$ cat src/hdl/hrlbm_pkg.sv
// ----------------------------------------------------------------------------
// hrlbm_pkg
// Shared constants for the hex register-list parser / burst merger.
// ----------------------------------------------------------------------------
package hrlbm_pkg;

  // characters the parser reacts to
  localparam logic [7:0] CH_0     = 8'h30;
  localparam logic [7:0] CH_9     = 8'h39;
  localparam logic [7:0] CH_LA    = 8'h61;
  localparam logic [7:0] CH_LF_HI = 8'h66;
  localparam logic [7:0] CH_UA    = 8'h41;
  localparam logic [7:0] CH_UF    = 8'h46;
  localparam logic [7:0] CH_SLASH = 8'h2f;
  localparam logic [7:0] CH_CR    = 8'h0d;
  localparam logic [7:0] CH_LF    = 8'h0a;

  // letter a..f / A..F low nibble plus this gives the digit value
  localparam logic [3:0] HEX_LETTER_OFS = 4'd9;

  // register stride in bytes
  localparam logic [31:0] ADDR_STEP = 32'd4;

  // record kinds
  localparam logic KIND_SINGLE = 1'b0;
  localparam logic KIND_BURST  = 1'b1;

endpackage

$ cat src/hdl/hex_register_list_burst_merger.sv
// ----------------------------------------------------------------------------
// hex_register_list_burst_merger
// Parses hex address/value text one byte per request and emits write records,
// merging runs of consecutive addresses into burst records.
// Output path: a held burst word goes S_DISP, S_BW, output register; a word
//   read from the run memory goes S_DISP, S_RD, S_WR, output register.
// Throughput: 1 byte/cycle while bytes only add digits or continue the run;
//   otherwise in_stall is held while the sequencer dispatches the pending run
//   operations, emits records read from memory and emits held burst words.
// Reset: synchronous, active low; clears parser, run and output state. The
//   run memory is not cleared; entries are read only after being written.
// ----------------------------------------------------------------------------
module hex_register_list_burst_merger
  import hrlbm_pkg::*;
#(
  parameter int BURST_MIN = 8
) (
  input  logic        clk,
  input  logic        rst_n,
  // text byte requests
  input  logic        in_valid,
  output logic        in_stall,
  input  logic [7:0]  in_text_byte,
  input  logic        in_end_of_text,
  // write record requests
  output logic        out_valid,
  input  logic        out_stall,
  output logic        out_record_kind,
  output logic [31:0] out_write_address,
  output logic [31:0] out_write_data,
  output logic        out_burst_first,
  output logic        out_burst_last
);

  // words held in memory before a run turns into a burst
  localparam int HOLD_DEPTH = BURST_MIN - 1;
  localparam int LEN_W      = $clog2(BURST_MIN);
  localparam int IDX_W      = (HOLD_DEPTH > 1) ? $clog2(HOLD_DEPTH) : 1;
  localparam logic [LEN_W-1:0] HOLD_LEN = LEN_W'(HOLD_DEPTH);

  // sequencer states
  localparam logic [2:0] S_IDLE = 3'd0;  // taking text bytes
  localparam logic [2:0] S_DISP = 3'd1;  // pick next pending operation
  localparam logic [2:0] S_RD   = 3'd2;  // memory read in flight
  localparam logic [2:0] S_WR   = 3'd3;  // emit record from memory data
  localparam logic [2:0] S_BL   = 3'd4;  // emit held word as burst last
  localparam logic [2:0] S_BW   = 3'd5;  // emit held word, hold the new one

  // parser state
  logic [31:0]      acc_r, acc_nxt;
  logic             digits_r, digits_nxt;
  logic             comment_r, comment_nxt;
  logic             expect_r, expect_nxt;
  // run state
  logic [31:0]      run_start_r, run_start_nxt;
  logic [LEN_W-1:0] run_len_r, run_len_nxt;
  logic             burst_open_r, burst_open_nxt;
  logic [31:0]      held_addr_r, held_addr_nxt;
  logic [31:0]      held_val_r, held_val_nxt;
  // operations left over from the last accepted byte, done in this order
  logic             flush_a_r, flush_a_nxt;   // address broke the run
  logic [31:0]      start_val_r, start_val_nxt;
  logic             push_r, push_nxt;         // a value joins the run
  logic [31:0]      push_val_r, push_val_nxt;
  logic             end_r, end_nxt;           // end of text flush
  // sequencer
  logic [2:0]       state_r, state_nxt;
  logic             mode_burst_r, mode_burst_nxt;
  logic [LEN_W-1:0] cnt_r, cnt_nxt;
  logic [IDX_W-1:0] idx_r, idx_nxt;
  logic [31:0]      emit_addr_r, emit_addr_nxt;
  // run memory
  logic [31:0]      run_mem [HOLD_DEPTH];
  logic [31:0]      rd_data_r;
  logic             mem_we;
  // output register
  logic             out_valid_r;
  logic             out_kind_r, out_first_r, out_last_r;
  logic [31:0]      out_addr_r, out_data_r;
  logic             out_load;
  logic             ld_kind, ld_first, ld_last;
  logic [31:0]      ld_addr, ld_data;
  logic             out_free;

  // byte classification
  logic             is_num, is_lower, is_upper, is_digit;
  logic [3:0]       digit_val;
  logic             tok_end, tok_addr, tok_val;
  logic [31:0]      acc_after;
  logic             expect_after;
  logic [31:0]      next_addr;

  assign out_free = !out_valid_r || !out_stall;
  assign in_stall = (state_r != S_IDLE);

  always_comb begin
    is_num    = (in_text_byte inside {[CH_0:CH_9]});
    is_lower  = (in_text_byte inside {[CH_LA:CH_LF_HI]});
    is_upper  = (in_text_byte inside {[CH_UA:CH_UF]});
    is_digit  = !comment_r && (is_num || is_lower || is_upper);
    digit_val = is_num ? in_text_byte[3:0] : (in_text_byte[3:0] + HEX_LETTER_OFS);
    // any non-digit outside a comment ends a token that has digits
    tok_end   = !comment_r && !is_digit && digits_r;
    tok_addr  = tok_end && expect_r;
    tok_val   = tok_end && !expect_r;
    acc_after = tok_end ? '0 : (is_digit ? {acc_r[27:0], digit_val} : acc_r);
    expect_after = tok_end ? !expect_r : expect_r;
    // address that continues the current run
    next_addr = burst_open_r ? (held_addr_r + ADDR_STEP)
                             : (run_start_r + (32'(run_len_r) << 2));
  end

  always_comb begin
    acc_nxt        = acc_r;
    digits_nxt     = digits_r;
    comment_nxt    = comment_r;
    expect_nxt     = expect_r;
    run_start_nxt  = run_start_r;
    run_len_nxt    = run_len_r;
    burst_open_nxt = burst_open_r;
    held_addr_nxt  = held_addr_r;
    held_val_nxt   = held_val_r;
    flush_a_nxt    = flush_a_r;
    start_val_nxt  = start_val_r;
    push_nxt       = push_r;
    push_val_nxt   = push_val_r;
    end_nxt        = end_r;
    state_nxt      = state_r;
    mode_burst_nxt = mode_burst_r;
    cnt_nxt        = cnt_r;
    idx_nxt        = idx_r;
    emit_addr_nxt  = emit_addr_r;
    mem_we         = 1'b0;
    out_load       = 1'b0;
    ld_kind        = KIND_SINGLE;
    ld_addr        = emit_addr_r;
    ld_data        = rd_data_r;
    ld_first       = 1'b0;
    ld_last        = 1'b0;

    case (state_r)
      S_IDLE: begin
        if (in_valid) begin
          acc_nxt    = acc_after;
          digits_nxt = tok_end ? 1'b0 : (digits_r || is_digit);
          expect_nxt = expect_after;
          if (comment_r) begin
            if (in_text_byte == CH_CR || in_text_byte == CH_LF) begin
              comment_nxt = 1'b0;
            end
          end else if (in_text_byte == CH_SLASH) begin
            comment_nxt = 1'b1;
          end
          flush_a_nxt   = tok_addr && (acc_r != next_addr);
          start_val_nxt = acc_r;
          // an address still waiting at end of text takes the accumulator
          push_nxt      = tok_val || (in_end_of_text && !expect_after);
          push_val_nxt  = tok_val ? acc_r : acc_after;
          end_nxt       = in_end_of_text;
          if (in_end_of_text) begin
            acc_nxt     = '0;
            digits_nxt  = 1'b0;
            comment_nxt = 1'b0;
            expect_nxt  = 1'b1;
          end
          if ((tok_addr && (acc_r != next_addr)) || tok_val || in_end_of_text) begin
            state_nxt = S_DISP;
          end
        end
      end

      S_DISP: begin
        if (flush_a_r || (!push_r && end_r)) begin
          // flush the run; the end-of-text flush leaves run start at zero
          flush_a_nxt    = 1'b0;
          if (!flush_a_r) begin
            end_nxt = 1'b0;
          end
          emit_addr_nxt  = run_start_r;
          run_start_nxt  = flush_a_r ? start_val_r : '0;
          run_len_nxt    = '0;
          cnt_nxt        = run_len_r;
          idx_nxt        = '0;
          mode_burst_nxt = 1'b0;
          if (burst_open_r) begin
            state_nxt = S_BL;
          end else if (run_len_r != '0) begin
            state_nxt = S_RD;
          end
        end else if (push_r) begin
          push_nxt = 1'b0;
          if (burst_open_r) begin
            state_nxt = S_BW;
          end else if (run_len_r < HOLD_LEN) begin
            mem_we      = 1'b1;
            run_len_nxt = run_len_r + LEN_W'(1);
          end else begin
            // run reached BURST_MIN: stored words leave as the burst head
            emit_addr_nxt  = run_start_r;
            cnt_nxt        = HOLD_LEN;
            idx_nxt        = '0;
            mode_burst_nxt = 1'b1;
            state_nxt      = S_RD;
          end
        end else begin
          state_nxt = S_IDLE;
        end
      end

      S_RD: begin
        state_nxt = S_WR;
      end

      S_WR: begin
        if (out_free) begin
          out_load      = 1'b1;
          ld_kind       = mode_burst_r ? KIND_BURST : KIND_SINGLE;
          ld_first      = mode_burst_r && (idx_r == '0);
          emit_addr_nxt = emit_addr_r + ADDR_STEP;
          if (LEN_W'(idx_r) == (cnt_r - LEN_W'(1))) begin
            if (mode_burst_r) begin
              held_addr_nxt  = emit_addr_r + ADDR_STEP;
              held_val_nxt   = push_val_r;
              burst_open_nxt = 1'b1;
              run_len_nxt    = '0;
            end
            state_nxt = S_DISP;
          end else begin
            idx_nxt   = idx_r + IDX_W'(1);
            state_nxt = S_RD;
          end
        end
      end

      S_BL: begin
        if (out_free) begin
          out_load       = 1'b1;
          ld_kind        = KIND_BURST;
          ld_addr        = held_addr_r;
          ld_data        = held_val_r;
          ld_last        = 1'b1;
          burst_open_nxt = 1'b0;
          state_nxt      = S_DISP;
        end
      end

      S_BW: begin
        if (out_free) begin
          out_load      = 1'b1;
          ld_kind       = KIND_BURST;
          ld_addr       = held_addr_r;
          ld_data       = held_val_r;
          held_addr_nxt = held_addr_r + ADDR_STEP;
          held_val_nxt  = push_val_r;
          state_nxt     = S_DISP;
        end
      end

      default: begin
        state_nxt = S_IDLE;
      end
    endcase
  end

  always_ff @(posedge clk) begin
    if (!rst_n) begin
      acc_r        <= '0;
      digits_r     <= 1'b0;
      comment_r    <= 1'b0;
      expect_r     <= 1'b1;
      run_start_r  <= '0;
      run_len_r    <= '0;
      burst_open_r <= 1'b0;
      flush_a_r    <= 1'b0;
      push_r       <= 1'b0;
      end_r        <= 1'b0;
      state_r      <= S_IDLE;
      mode_burst_r <= 1'b0;
      cnt_r        <= '0;
      idx_r        <= '0;
      out_valid_r  <= 1'b0;
    end else begin
      acc_r        <= acc_nxt;
      digits_r     <= digits_nxt;
      comment_r    <= comment_nxt;
      expect_r     <= expect_nxt;
      run_start_r  <= run_start_nxt;
      run_len_r    <= run_len_nxt;
      burst_open_r <= burst_open_nxt;
      flush_a_r    <= flush_a_nxt;
      push_r       <= push_nxt;
      end_r        <= end_nxt;
      state_r      <= state_nxt;
      mode_burst_r <= mode_burst_nxt;
      cnt_r        <= cnt_nxt;
      idx_r        <= idx_nxt;
      if (out_load) begin
        out_valid_r <= 1'b1;
      end else if (!out_stall) begin
        out_valid_r <= 1'b0;
      end
    end
  end

  // payload registers, no reset
  always_ff @(posedge clk) begin
    held_addr_r <= held_addr_nxt;
    held_val_r  <= held_val_nxt;
    start_val_r <= start_val_nxt;
    push_val_r  <= push_val_nxt;
    emit_addr_r <= emit_addr_nxt;
    if (out_load) begin
      out_kind_r  <= ld_kind;
      out_addr_r  <= ld_addr;
      out_data_r  <= ld_data;
      out_first_r <= ld_first;
      out_last_r  <= ld_last;
    end
  end

  // run memory: writes only from dispatch, read data used only in S_WR, so the
  // sequencer itself keeps a write and a read of one entry apart
  always_ff @(posedge clk) begin
    if (mem_we) begin
      run_mem[run_len_r[IDX_W-1:0]] <= push_val_r;
    end
    rd_data_r <= run_mem[idx_r];
  end

  assign out_valid         = out_valid_r;
  assign out_record_kind   = out_kind_r;
  assign out_write_address = out_addr_r;
  assign out_write_data    = out_data_r;
  assign out_burst_first   = out_first_r;
  assign out_burst_last    = out_last_r;

endmodule

$ cat config.mk
export PLATFORM = sky130hd
export DESIGN_NAME = hex_register_list_burst_merger
export DESIGN_NICKNAME = d
export VERILOG_FILES = /design/src/hdl/hrlbm_pkg.sv /design/src/hdl/hex_register_list_burst_merger.sv
export SDC_FILE = /design/constraint.sdc
export NUM_CORES = 1
export LEC_CHECK = 0
export ABC_AREA = 1
export CAP_MARGIN = 10
export CORE_MARGIN = 3
export CORE_UTILIZATION = 50
export CTS_CLUSTER_SIZE = 25
export DETAILED_ROUTE_END_ITERATION = 12
export DONT_BUFFER_PORTS = 1
export PLACE_DENSITY = 0.67
export SLEW_MARGIN = 10
export SYNTH_ARGS = -nofsm -noshare
export SYNTH_HDL_FRONTEND = slang
export SYNTH_SLANG_ARGS = --single-unit
$ cat constraint.sdc
create_clock -name clk -period 10.5 [get_ports clk]
set_input_delay 2.625 -clock clk [delete_from_list [all_inputs] [get_ports clk]]
set_output_delay 2.625 -clock clk [all_outputs]
set_load 0.02 [all_outputs]
==> flow_summary_export.csv, run 1 <==
group,metric,value,unit
outcome,status,"finished, final reports clean",
clocking,path_clk_slew,0.06,ns
clocking,clockBufferDepth,3,
place,place_area,26230,um^2
timing,timing.final.ws_setup,5.493,ns
place,portBuffers,0,
critical_path,slowest_stage,"clkinv_1",
drt,wl_per_cell,21.51,um
synth,syn_area,25530,um^2
critical_path,critPathKind,"in2reg",
synth,syn_inst,2692,
grt,busiest_layer,"met2",
floorplan,initial_core_util,50.77,%
synth,ys_seq_area_share,62.23,%
synth,synthAdderAreaFrac,0.9117,%
synth,synth-simple-area-share,20.86,%
grt,grt_remaining_overflow,0,
grt,track_usage,26.50,%
timing,tightest_slew,1.161,ns
clocking,cts_sinks,568,
pwr,intPower,3.781,mW
floorplan,num_rows,82,
pwr,sw_frac_of_total,23.09,%
cells_and_area,area_delta_synth_final,10.33,%
pwr,p_comb_share,4.9,%
timing,maxSlewViolCount,0,
drt,ant_nets,0,
floorplan,core,50270,um^2
timing,fin_tns_setup,0,ns
floorplan,num_io_pins,82,
critical_path,cp-end-kind,"register",
critical_path,arrival,5.31,ns
place,place.gp.congestion,0.9326,
clocking,htreeDepth,2,
pwr,leakage,10.54,nW
critical_path,required,10.81,ns
timing,relSlewSlack,22.43,%
clocking,numCtsBuffers,58,
cells_and_area,multi_input_area,8476,um^2
pwr,power_frac_seq,52.7,%
critical_path,max_stage_delay,0.87,ns
timing,whs,0.4923,ns
grt,grtUsageMet2,43.35,%
pwr,p_per_area,174.6,nW/um^2
clocking,cts_root_buf,"clkbuf_16",
critical_path,path_cells,"inv_1 -> ha_1 -> o31ai_1 -> o21ai_1 -> nand2_1 -> nand2_1 -> nor2_1 -> clkinv_1 -> o211ai_1 -> o21ai_0",
critical_path,r2r_slack,6.19,ns
flow_run,drv_cap,0,
synth,synth.area.mux_share,0,%
clocking,cts_setup_buffers,0,
drt,via_count,19320,
place,dp_hpwl,48610,um
clocking,ctsHoldBuffers,0,
synth,synth.distinct_cells,44,
synth,yosys_warnings,0,
grt,grt_use_met1,36.94,%
synth,ys_ff_latch,568,
pwr,p_clk_share,42.4,%
floorplan,dieHeight,231.9,um
synth,synth_xor_area_share,1.235,%
synth,syn_avg_cell_area,9.482,um^2
timing,period_share,47.69,%
cells_and_area,final_nets,2697,
clocking,clk_latency,0.62,ns
place,preCtsSetupSlack,4.918,ns
cells_and_area,drive_above_1_share,7.256,%
cells_and_area,fillers,4397,
timing,skew,0.01688,ns
floorplan,fp.dieW,231.9,um
grt,grt_pass1_wl,108900,um
drt,detail_route.vias_per_cell,5.702,
drt,wirelength,72890,um
pwr,ir_drop,113.3,uV
min_path,hold_path.class,"reg2reg",
drt,drcViolationCount,0,
timing,finalHoldViolCount,0,
timing,max_freq,199.7,MHz
timing,finalCriticalPeriod,5.007,ns
critical_path,crit_top_cell,"nand2_1",
grt,grt_max_degree,87,
clocking,cts_tree,"done",
synth,synth_compound_area_share,9.852,%
grt,antenna_found_initial,1,
synth,synth_top_family_by_area,"simple AND/OR/NAND/NOR gates",
floorplan,dieArea,53800,um^2
synth,synth_nets,2723,
pwr,p_switching,1.135,mW
clocking,post_cts_resize_count,0,
grt,grt_pass1_vias,17870,
cells_and_area,final_cell_area,28160,um^2
timing,rsz0062_at_grt,"false",
timing,setup_violations,0,
drt,drt-initial-drc-count,1843,
grt,grtUsageMet3,3.398,%
critical_path,worstPathMaxFanout,34,
drt,first_pass_iters,6,
critical_path,startpoint_type,"input port",
cells_and_area,seq_area,15890,um^2
-- metrics by stage --
step | instances | power [mW] | utilization, %
2_1_floorplan | 2692 | 2.773 | -
3_3_place_gp | 3278 | 2.868 | 52.17
3_5_place_dp | 3278 | 2.875 | 52.17
4_1_cts | 3387 | 4.945 | 56.01
5_1_grt | 3389 | 5.061 | 56.02
6_report | 3389 | 4.916 | 56.02
-- power groups by stage --
stage          Clock (mW)  Combinational (mW)  Sequential [mW]
2_1_floorplan           0               0.165             2.61
3_3_place_gp            0               0.232             2.64
3_5_place_dp            0               0.236             2.64
4_1_cts              2.12               0.237             2.59
5_1_grt              2.20               0.266             2.60
6_report             2.08               0.240             2.59
-- path summary, 6_finish.rpt --
path                                     start  cells after the start                           end
setup / recovery               in_text_byte[0]                     10       push_val_r[9]$_DFFE_PP_
hold reg to reg   run_start_r[31]$_SDFFE_PN0P_                      2  run_start_r[31]$_SDFFE_PN0P_
setup reg to reg       state_r[0]$_SDFFE_PN0P_                     11       run_mem[0][9]$_DFFE_PP_
hold / removal    run_start_r[31]$_SDFFE_PN0P_                      2  run_start_r[31]$_SDFFE_PN0P_
-- cell families (layout without fill, tap and decap cells) --
logic type                 count (synthesis)  after routing
AOI/OAI and AO/OA                        464            464
buffers and inverters                    331            354
DFF                                      568            568
and+or+nand+nor                         1275           1275
other                                      0              2
xor gates and xnor gates                  36             36
adders and majority gates                 18             18
-- metal layers --
metal,vias to the layer above,wire [um]
met4,0,2140
met5,-,0
met1,9387,30930
li1,9084,-
met2,729,34630
met3,123,5197
-- flip-flops by register name, summed over array words and instances, names as in the netlist, 3 cells and up --
register / cells
acc_r: 32
cnt_r: 3
emit_addr_r: 32
held_addr_r: 32
held_val_r: 32
idx_r: 3
out_write_address: 32
out_write_data: 32
push_val_r: 32
rd_data_r: 32
run_len_r: 3
run_mem: 224
run_start_r: 32
start_val_r: 32
state_r: 3
-- layout make-up --
cell class              instances  area share, %
well taps                     672          2.986
clock inverters                40          1.382
repair buffers                 27         0.7197
multi-input cells            1793          30.10
inverters                     218          2.906
flip-flops and latches        568          56.42
diodes                          2        0.01777
clock buffers                  69          5.478
-- worst max-delay path: cells and delay by family --
family          cells  cell delay, ns
simple gates        3            0.42
compound gates      4            1.09
buf+inv             2            0.93
fa+ha+maj           1            0.23
-- cell usage after synthesis, drive strengths merged --
master,n,area [um^2]
inv,215,807.0
o221ai,1,8.760
clkbuf,91,341.6
nor3,20,121.4
edfxtp,451,13540
xor2,33,289.0
nand4,17,106.4
a31oi,10,62.56
o22ai,40,250.2
clkinv,3,11.26
or2,3,18.77
nand3b,3,22.52
nand3,177,925.9
xnor2,3,26.28
nor3b,1,7.510
fa,1,20.02
nand2,831,3147
buf,22,93.84
dfxtp,117,2342
a211oi,6,45.04
nor4,4,37.53
o211ai,32,240.2
o2111ai,2,17.52
o21ai,225,1126
a221oi,2,17.52
o31ai,1,7.510
o21bai,4,33.78
a21oi,141,705.7
and3,1,6.260
nor2,218,930.9
ha,17,212.7
-- cell usage in the layout, fill, tap and decap left out, drive strengths merged, types with 2 or more instances in the layout --
cell	instances
bufinv	6
clkbuf	69
xor2	33
xnor2	3
o22ai	40
o21ai	225
a211oi	6
o2111ai	2
nor4	4
nand3	177
dfxtp	117
o211ai	32
o21bai	4
a221oi	2
buf	27
or2	3
nand3b	3
nor2	218
edfxtp	451
ha	17
diode	2
clkinvlp	2
nand2	831
a31oi	10
inv	217
a21oi	141
nand4	17
clkinv	33
nor3	20
Note: power is estimated with default switching activity, not from simulation.
==> run 2, diff against run 1 <==
--- a/config.mk
+++ b/config.mk
@@ -12,7 +12,7 @@
 export CTS_CLUSTER_SIZE = 25
 export DETAILED_ROUTE_END_ITERATION = 12
 export DONT_BUFFER_PORTS = 1
-export PLACE_DENSITY = 0.67
+export PLACE_DENSITY = 0.7
 export SLEW_MARGIN = 10
 export SYNTH_ARGS = -nofsm -noshare
 export SYNTH_HDL_FRONTEND = slang
==> constraint.sdc (replaced) <==
create_clock -name clk -period 4.48 [get_ports clk]
set_input_delay 1.12 -clock clk [delete_from_list [all_inputs] [get_ports clk]]
set_output_delay 1.12 -clock clk [all_outputs]
set_load 0.02 [all_outputs]
==> run 2 against run 1 <==
Design area about the same. Sequential share of layout area about the same. Final cell count unchanged. Combinational power up 140%. Global-route usage up 0.24 points. Clock-buffer cell count up 15.
==> flow_summary_export.csv, run 2 (synthesized netlist as in run 1, its figures left out) <==
group,metric,value,unit
timing,maxSlewViolCount,0,
timing,setup_violations,0,
timing,max_freq,289.2,MHz
timing,tightest_slew,1.139,ns
clocking,ctsHoldBuffers,0,
clocking,cts_tree,"done",
drt,ant_nets,0,
place,place_inst,3284,
clocking,htreeDepth,2,
critical_path,startpoint_type,"register",
timing,rsz0062_at_grt,"false",
drt,drcViolationCount,0,
timing,finalHoldViolCount,0,
drt,first_pass_iters,8,
timing,whs,0.4891,ns
clocking,cts_setup_buffers,0,
floorplan,dieHeight,231.9,um
clocking,cts_root_buf,"clkbuf_16",
cells_and_area,final_cell_mix,"822 x nand2_1, 451 x edfxtp_1, 217 x o21ai_0",
floorplan,dieArea,53800,um^2
min_path,hold_path.class,"reg2reg",
floorplan,num_rows,82,
clocking,path_clk_slew,0.06,ns
cells_and_area,final_nets,2701,
drt,highest_layer,"met4",
clocking,clockBufferDepth,3,
place,portBuffers,0,
cells_and_area,instances_no_fill,3389,
place,place.gp.congestion,0.9922,
drt,wl_met3,6059,um
timing,finalCriticalPeriod,3.458,ns
place,dp_hpwl,49050,um
critical_path,arrival,3.73,ns
drt,wl_per_cell,21.43,um
critical_path,required,4.75,ns
cells_and_area,largest_register_ffs,224,
flow_run,drv_cap,0,
critical_path,cp-end-kind,"register",
clocking,cts_sinks,568,
pwr,ir_drop,314.9,uV
grt,antenna_found_initial,0,
outcome,status,"finished, final reports clean",
place,preCtsSetupSlack,0.8927,ns
grt,grt_pass1_wl,109100,um
cells_and_area,final_util,56.04,%
grt,grt_max_degree,90,
drt,via_count,19200,
grt,grt_pass1_vias,17800,
clocking,numCtsBuffers,56,
timing,period_share,77.18,%
floorplan,core,50270,um^2
cells_and_area,final_common_cell,"nand2_1",
cells_and_area,drive_above_1_share,6.993,%
clocking,clk_latency,0.63,ns
drt,wl_met2,33650,um
pwr,p_per_area,404.2,nW/um^2
pwr,leakage,10.52,nW
grt,track_usage,26.75,%
timing,relSlewSlack,23.98,%
drt,wirelength,72620,um
critical_path,worstPathMaxFanout,28,
drt,routedLengthMet1,30560,um
critical_path,critPathKind,"reg2reg",
floorplan,initial_core_util,50.77,%
drt,detail_route.vias_per_cell,5.666,
place,place_area,26310,um^2
timing,skew,0.02700,ns
timing,fin_tns_setup,0,ns
floorplan,num_io_pins,82,
drt,drt-initial-drc-count,2173,
clocking,post_cts_resize_count,0,
floorplan,fp.dieW,231.9,um
cells_and_area,n_antenna_cell,0,
cells_and_area,fillers,4351,
pwr,fin_total_pwr,11.39,mW
cells_and_area,final_cell_area,28170,um^2
timing,timing.final.ws_setup,1.022,ns
cells_and_area,area_delta_synth_final,10.36,%
grt,grt_remaining_overflow,0,
[run 2: worst paths after layout]
kind / startpoint / end / slack, ns / depth (start not counted)
worst min-delay path: rd_data_r[2]$_DFF_P_ / out_write_data[2]$_DFFE_PP_ / 0.49 / 2
worst max register to register: state_r[0]$_SDFFE_PN0P_ / run_mem[3][7]$_DFFE_PP_ / 1.02 / 12
worst min register to register: rd_data_r[2]$_DFF_P_ / out_write_data[2]$_DFFE_PP_ / 0.49 / 2
worst max-delay path: state_r[0]$_SDFFE_PN0P_ / run_mem[3][7]$_DFFE_PP_ / 1.02 / 12
[run 2: cell type report]
cell class / count / area [um^2] / share of cell area [%]
clock inverters: 21 / 296.5 / 1.053
well taps: 672 / 840.8 / 2.985
multi-input cells: 1793 / 8476 / 30.09
clock buffers: 84 / 1567 / 5.561
repair buffers: 33 / 285.3 / 1.013
inverters: 218 / 818.3 / 2.905
flip-flops and latches: 568 / 15890 / 56.40
[run 2: per-layer routing]
metal | vias up | track usage (%)
met5 | - | 0
met4 | 0 | 8.579
met3 | 125 | 5.496
met2 | 826 | 41.98
met1 | 9162 | 37.51
li1 | 9089 | -
[run 2: power breakdown]
group          internal (mW)  total [mW]  switching (mW)
sequential              5.91        6.06           0.155
clock                   2.72        4.75            2.03
combinational          0.156       0.578           0.422
[run 2: critical path, stage by stage (launching register included)]
cell	delay [ns]
dfxtp_1	0.39
inv_2	0.07
nor2_1	0.16
inv_2	0.09
nor2_4	0.07
buf_4	0.34
inv_2	0.16
nor2_1	0.23
inv_1	0.13
nor4_2	0.37
nand2_1	0.29
nor2_4	0.34
buf_4	0.42
==> run 3, diff against run 2 <==
--- a/config.mk
+++ b/config.mk
@@ -12,7 +12,7 @@
 export CTS_CLUSTER_SIZE = 25
 export DETAILED_ROUTE_END_ITERATION = 12
 export DONT_BUFFER_PORTS = 1
-export PLACE_DENSITY = 0.7
+export PLACE_DENSITY = 0.67
 export SLEW_MARGIN = 10
 export SYNTH_ARGS = -nofsm -noshare
 export SYNTH_HDL_FRONTEND = slang
==> constraint.sdc (replaced) <==
create_clock -name clk -period 3.4 [get_ports clk]
set_input_delay 0.85 -clock clk [delete_from_list [all_inputs] [get_ports clk]]
set_output_delay 0.85 -clock clk [all_outputs]
set_load 0.02 [all_outputs]
==> run 3 against run 2 <==
Via count is 0.45% higher. Sequential power up 32%. Combinational power rose by 35%. Worst setup slack got worse by 0.72 ns. Clock power up 34%. Global-route usage is 0.35 points higher. Wire length up 1.5%. First-iteration DRC count decreased by 12%. Register-to-register slack worse by 0.72 ns. Final cell count grew 0.68%.
==> flow_summary_export.csv, run 3 (synthesized netlist as in run 1, its figures left out) <==
group,metric,value,unit
pwr,p_per_area,532.2,nW/um^2
critical_path,path_buf_inv,1,
critical_path,path_delay_family,"simple AND/OR/NAND/NOR gates",
cells_and_area,final_util,56.60,%
grt,track_usage,27.10,%
grt,grt_pass1_vias,18150,
floorplan,core,50270,um^2
place,dp_hpwl,49960,um
timing,setup_violations,0,
timing,finalHoldViolCount,0,
timing,finalCriticalPeriod,3.101,ns
critical_path,required,3.92,ns
drt,drt-initial-drc-count,1908,
place,place.gp.congestion,0.9624,
clocking,clockBufferDepth,3,
clocking,htreeDepth,2,
floorplan,initial_core_util,50.77,%
timing,whs,0.3423,ns
critical_path,critPathKind,"reg2reg",
cells_and_area,final_cell_mix,"821 x nand2_1, 451 x edfxtp_1, 217 x o21ai_0",
cells_and_area,multi_input_area,8491,um^2
drt,detail_route.vias_per_cell,5.653,
grt,antenna_found_initial,0,
place,place_area,26550,um^2
floorplan,dieArea,53800,um^2
critical_path,worstPathMaxFanout,5,
floorplan,num_io_pins,82,
pwr,ir_drop,406.8,uV
clocking,numCtsBuffers,58,
clocking,path_clk_slew,0.07,ns
drt,first_pass_iters,5,
cells_and_area,final_common_cell,"nand2_1",
critical_path,path_cells,"ha_1 -> inv_1 -> fa_1 -> or2_2 -> nand3_1 -> nand2_1 -> nor2_1 -> nand2_1 -> nor2_1 -> nand2_1 -> nor2_1 -> nand3_1 -> nor2_1 -> nand2_1 -> nor2_1 -> nand2_1 -> nand2_1 -> nand2_2 -> a21oi_1 -> nor2_1",
timing,timing.final.ws_setup,0.2990,ns
timing,max_freq,322.5,MHz
drt,wl_per_cell,21.59,um
grt,grt_remaining_overflow,0,
timing,skew,0.03118,ns
clocking,cts_root_buf,"clkbuf_16",
cells_and_area,largest_register_ffs,224,
floorplan,dieHeight,231.9,um
drt,via_count,19290,
drt,wirelength,73680,um
flow_run,drv_cap,0,
drt,drcViolationCount,0,
critical_path,startpoint_type,"register",
cells_and_area,final_nets,2720,
critical_path,slowest_stage,"fa_1",
floorplan,fp.dieW,231.9,um
outcome,status,"finished, final reports clean",
timing,period_share,91.21,%
cells_and_area,drive_above_1_share,7.850,%
timing,rsz0062_at_grt,"false",
cells_and_area,final_cell_area,28460,um^2
timing,maxSlewViolCount,0,
cells_and_area,fillers,4343,
drt,ant_nets,0,
grt,grt_max_degree,81,
grt,grt_pass1_wl,110800,um
place,preCtsSetupSlack,0.3445,ns
critical_path,arrival,3.62,ns
place,portBuffers,0,
clocking,clk_latency,0.63,ns
cells_and_area,seq_area,15890,um^2
clocking,cts_sinks,568,
min_path,hold_path.class,"in2reg",
floorplan,num_rows,82,
pwr,leakage,10.65,nW
cells_and_area,area_delta_synth_final,11.48,%
timing,tightest_slew,1.191,ns
timing,relSlewSlack,20.54,%
critical_path,max_stage_delay,0.45,ns
critical_path,cp-end-kind,"register",
clocking,cts_tree,"done",
clocking,cts_setup_buffers,0,
[run 3: metrics by stage]
| step | power, mW | cells | TNS (ns) |
|---|---|---|---|
| 2_1_floorplan | 8.564 | 2692 | -48.51 |
| 3_3_place_gp | 8.884 | 3301 | 0 |
| 3_5_place_dp | 8.912 | 3301 | 0 |
| 4_1_cts | 15.24 | 3411 | 0 |
| 5_1_grt | 15.60 | 3411 | 0 |
| 6_report | 15.14 | 3412 | 0 |
[run 3: layout make-up]
cell class | instances | share of cell area, %
Tap cell | 672 | 2.955
Multi-Input combinational cell | 1793 | 29.84
Clock buffer | 82 | 5.597
Timing Repair Buffer | 50 | 1.803
Inverter | 218 | 2.876
Clock inverter | 28 | 1.090
Sequential cell | 568 | 55.83
Antenna cell | 1 | 0.008794
[run 3: final timing paths]
kind	startpoint	endpoint	slack, ns	cells past startpoint
max	run_len_r[0]$_SDFFE_PN0P_	state_r[0]$_SDFFE_PN0P_	0.30	20
min	rst_n	expect_r$_SDFFE_PN1P_	0.34	1
max reg2reg	run_len_r[0]$_SDFFE_PN0P_	state_r[0]$_SDFFE_PN0P_	0.30	20
min reg2reg	digits_r$_SDFFE_PN0P_	digits_r$_SDFFE_PN0P_	0.48	2
[run 3: repair_timing]
item | CTS | global route
endpoints found under the setup margin | 0 | 1
gates resized for setup | 0 | 1
hold buffers | 0 | 0
[run 3: report_power, final]
part	switching, mW	internal (mW)
combinational	0.565	0.216
sequential	0.210	7.78
clock	2.76	3.61
[run 3: per-layer routing]
layer  vias up  share of wire, %  global-route usage, %
li1       9134                 -                      -
met1      9284                43                  38.11
met2       761                47                  44.18
met3       109               7.0                  3.140
met4         0               3.0                  8.811
met5         -                 0                      0
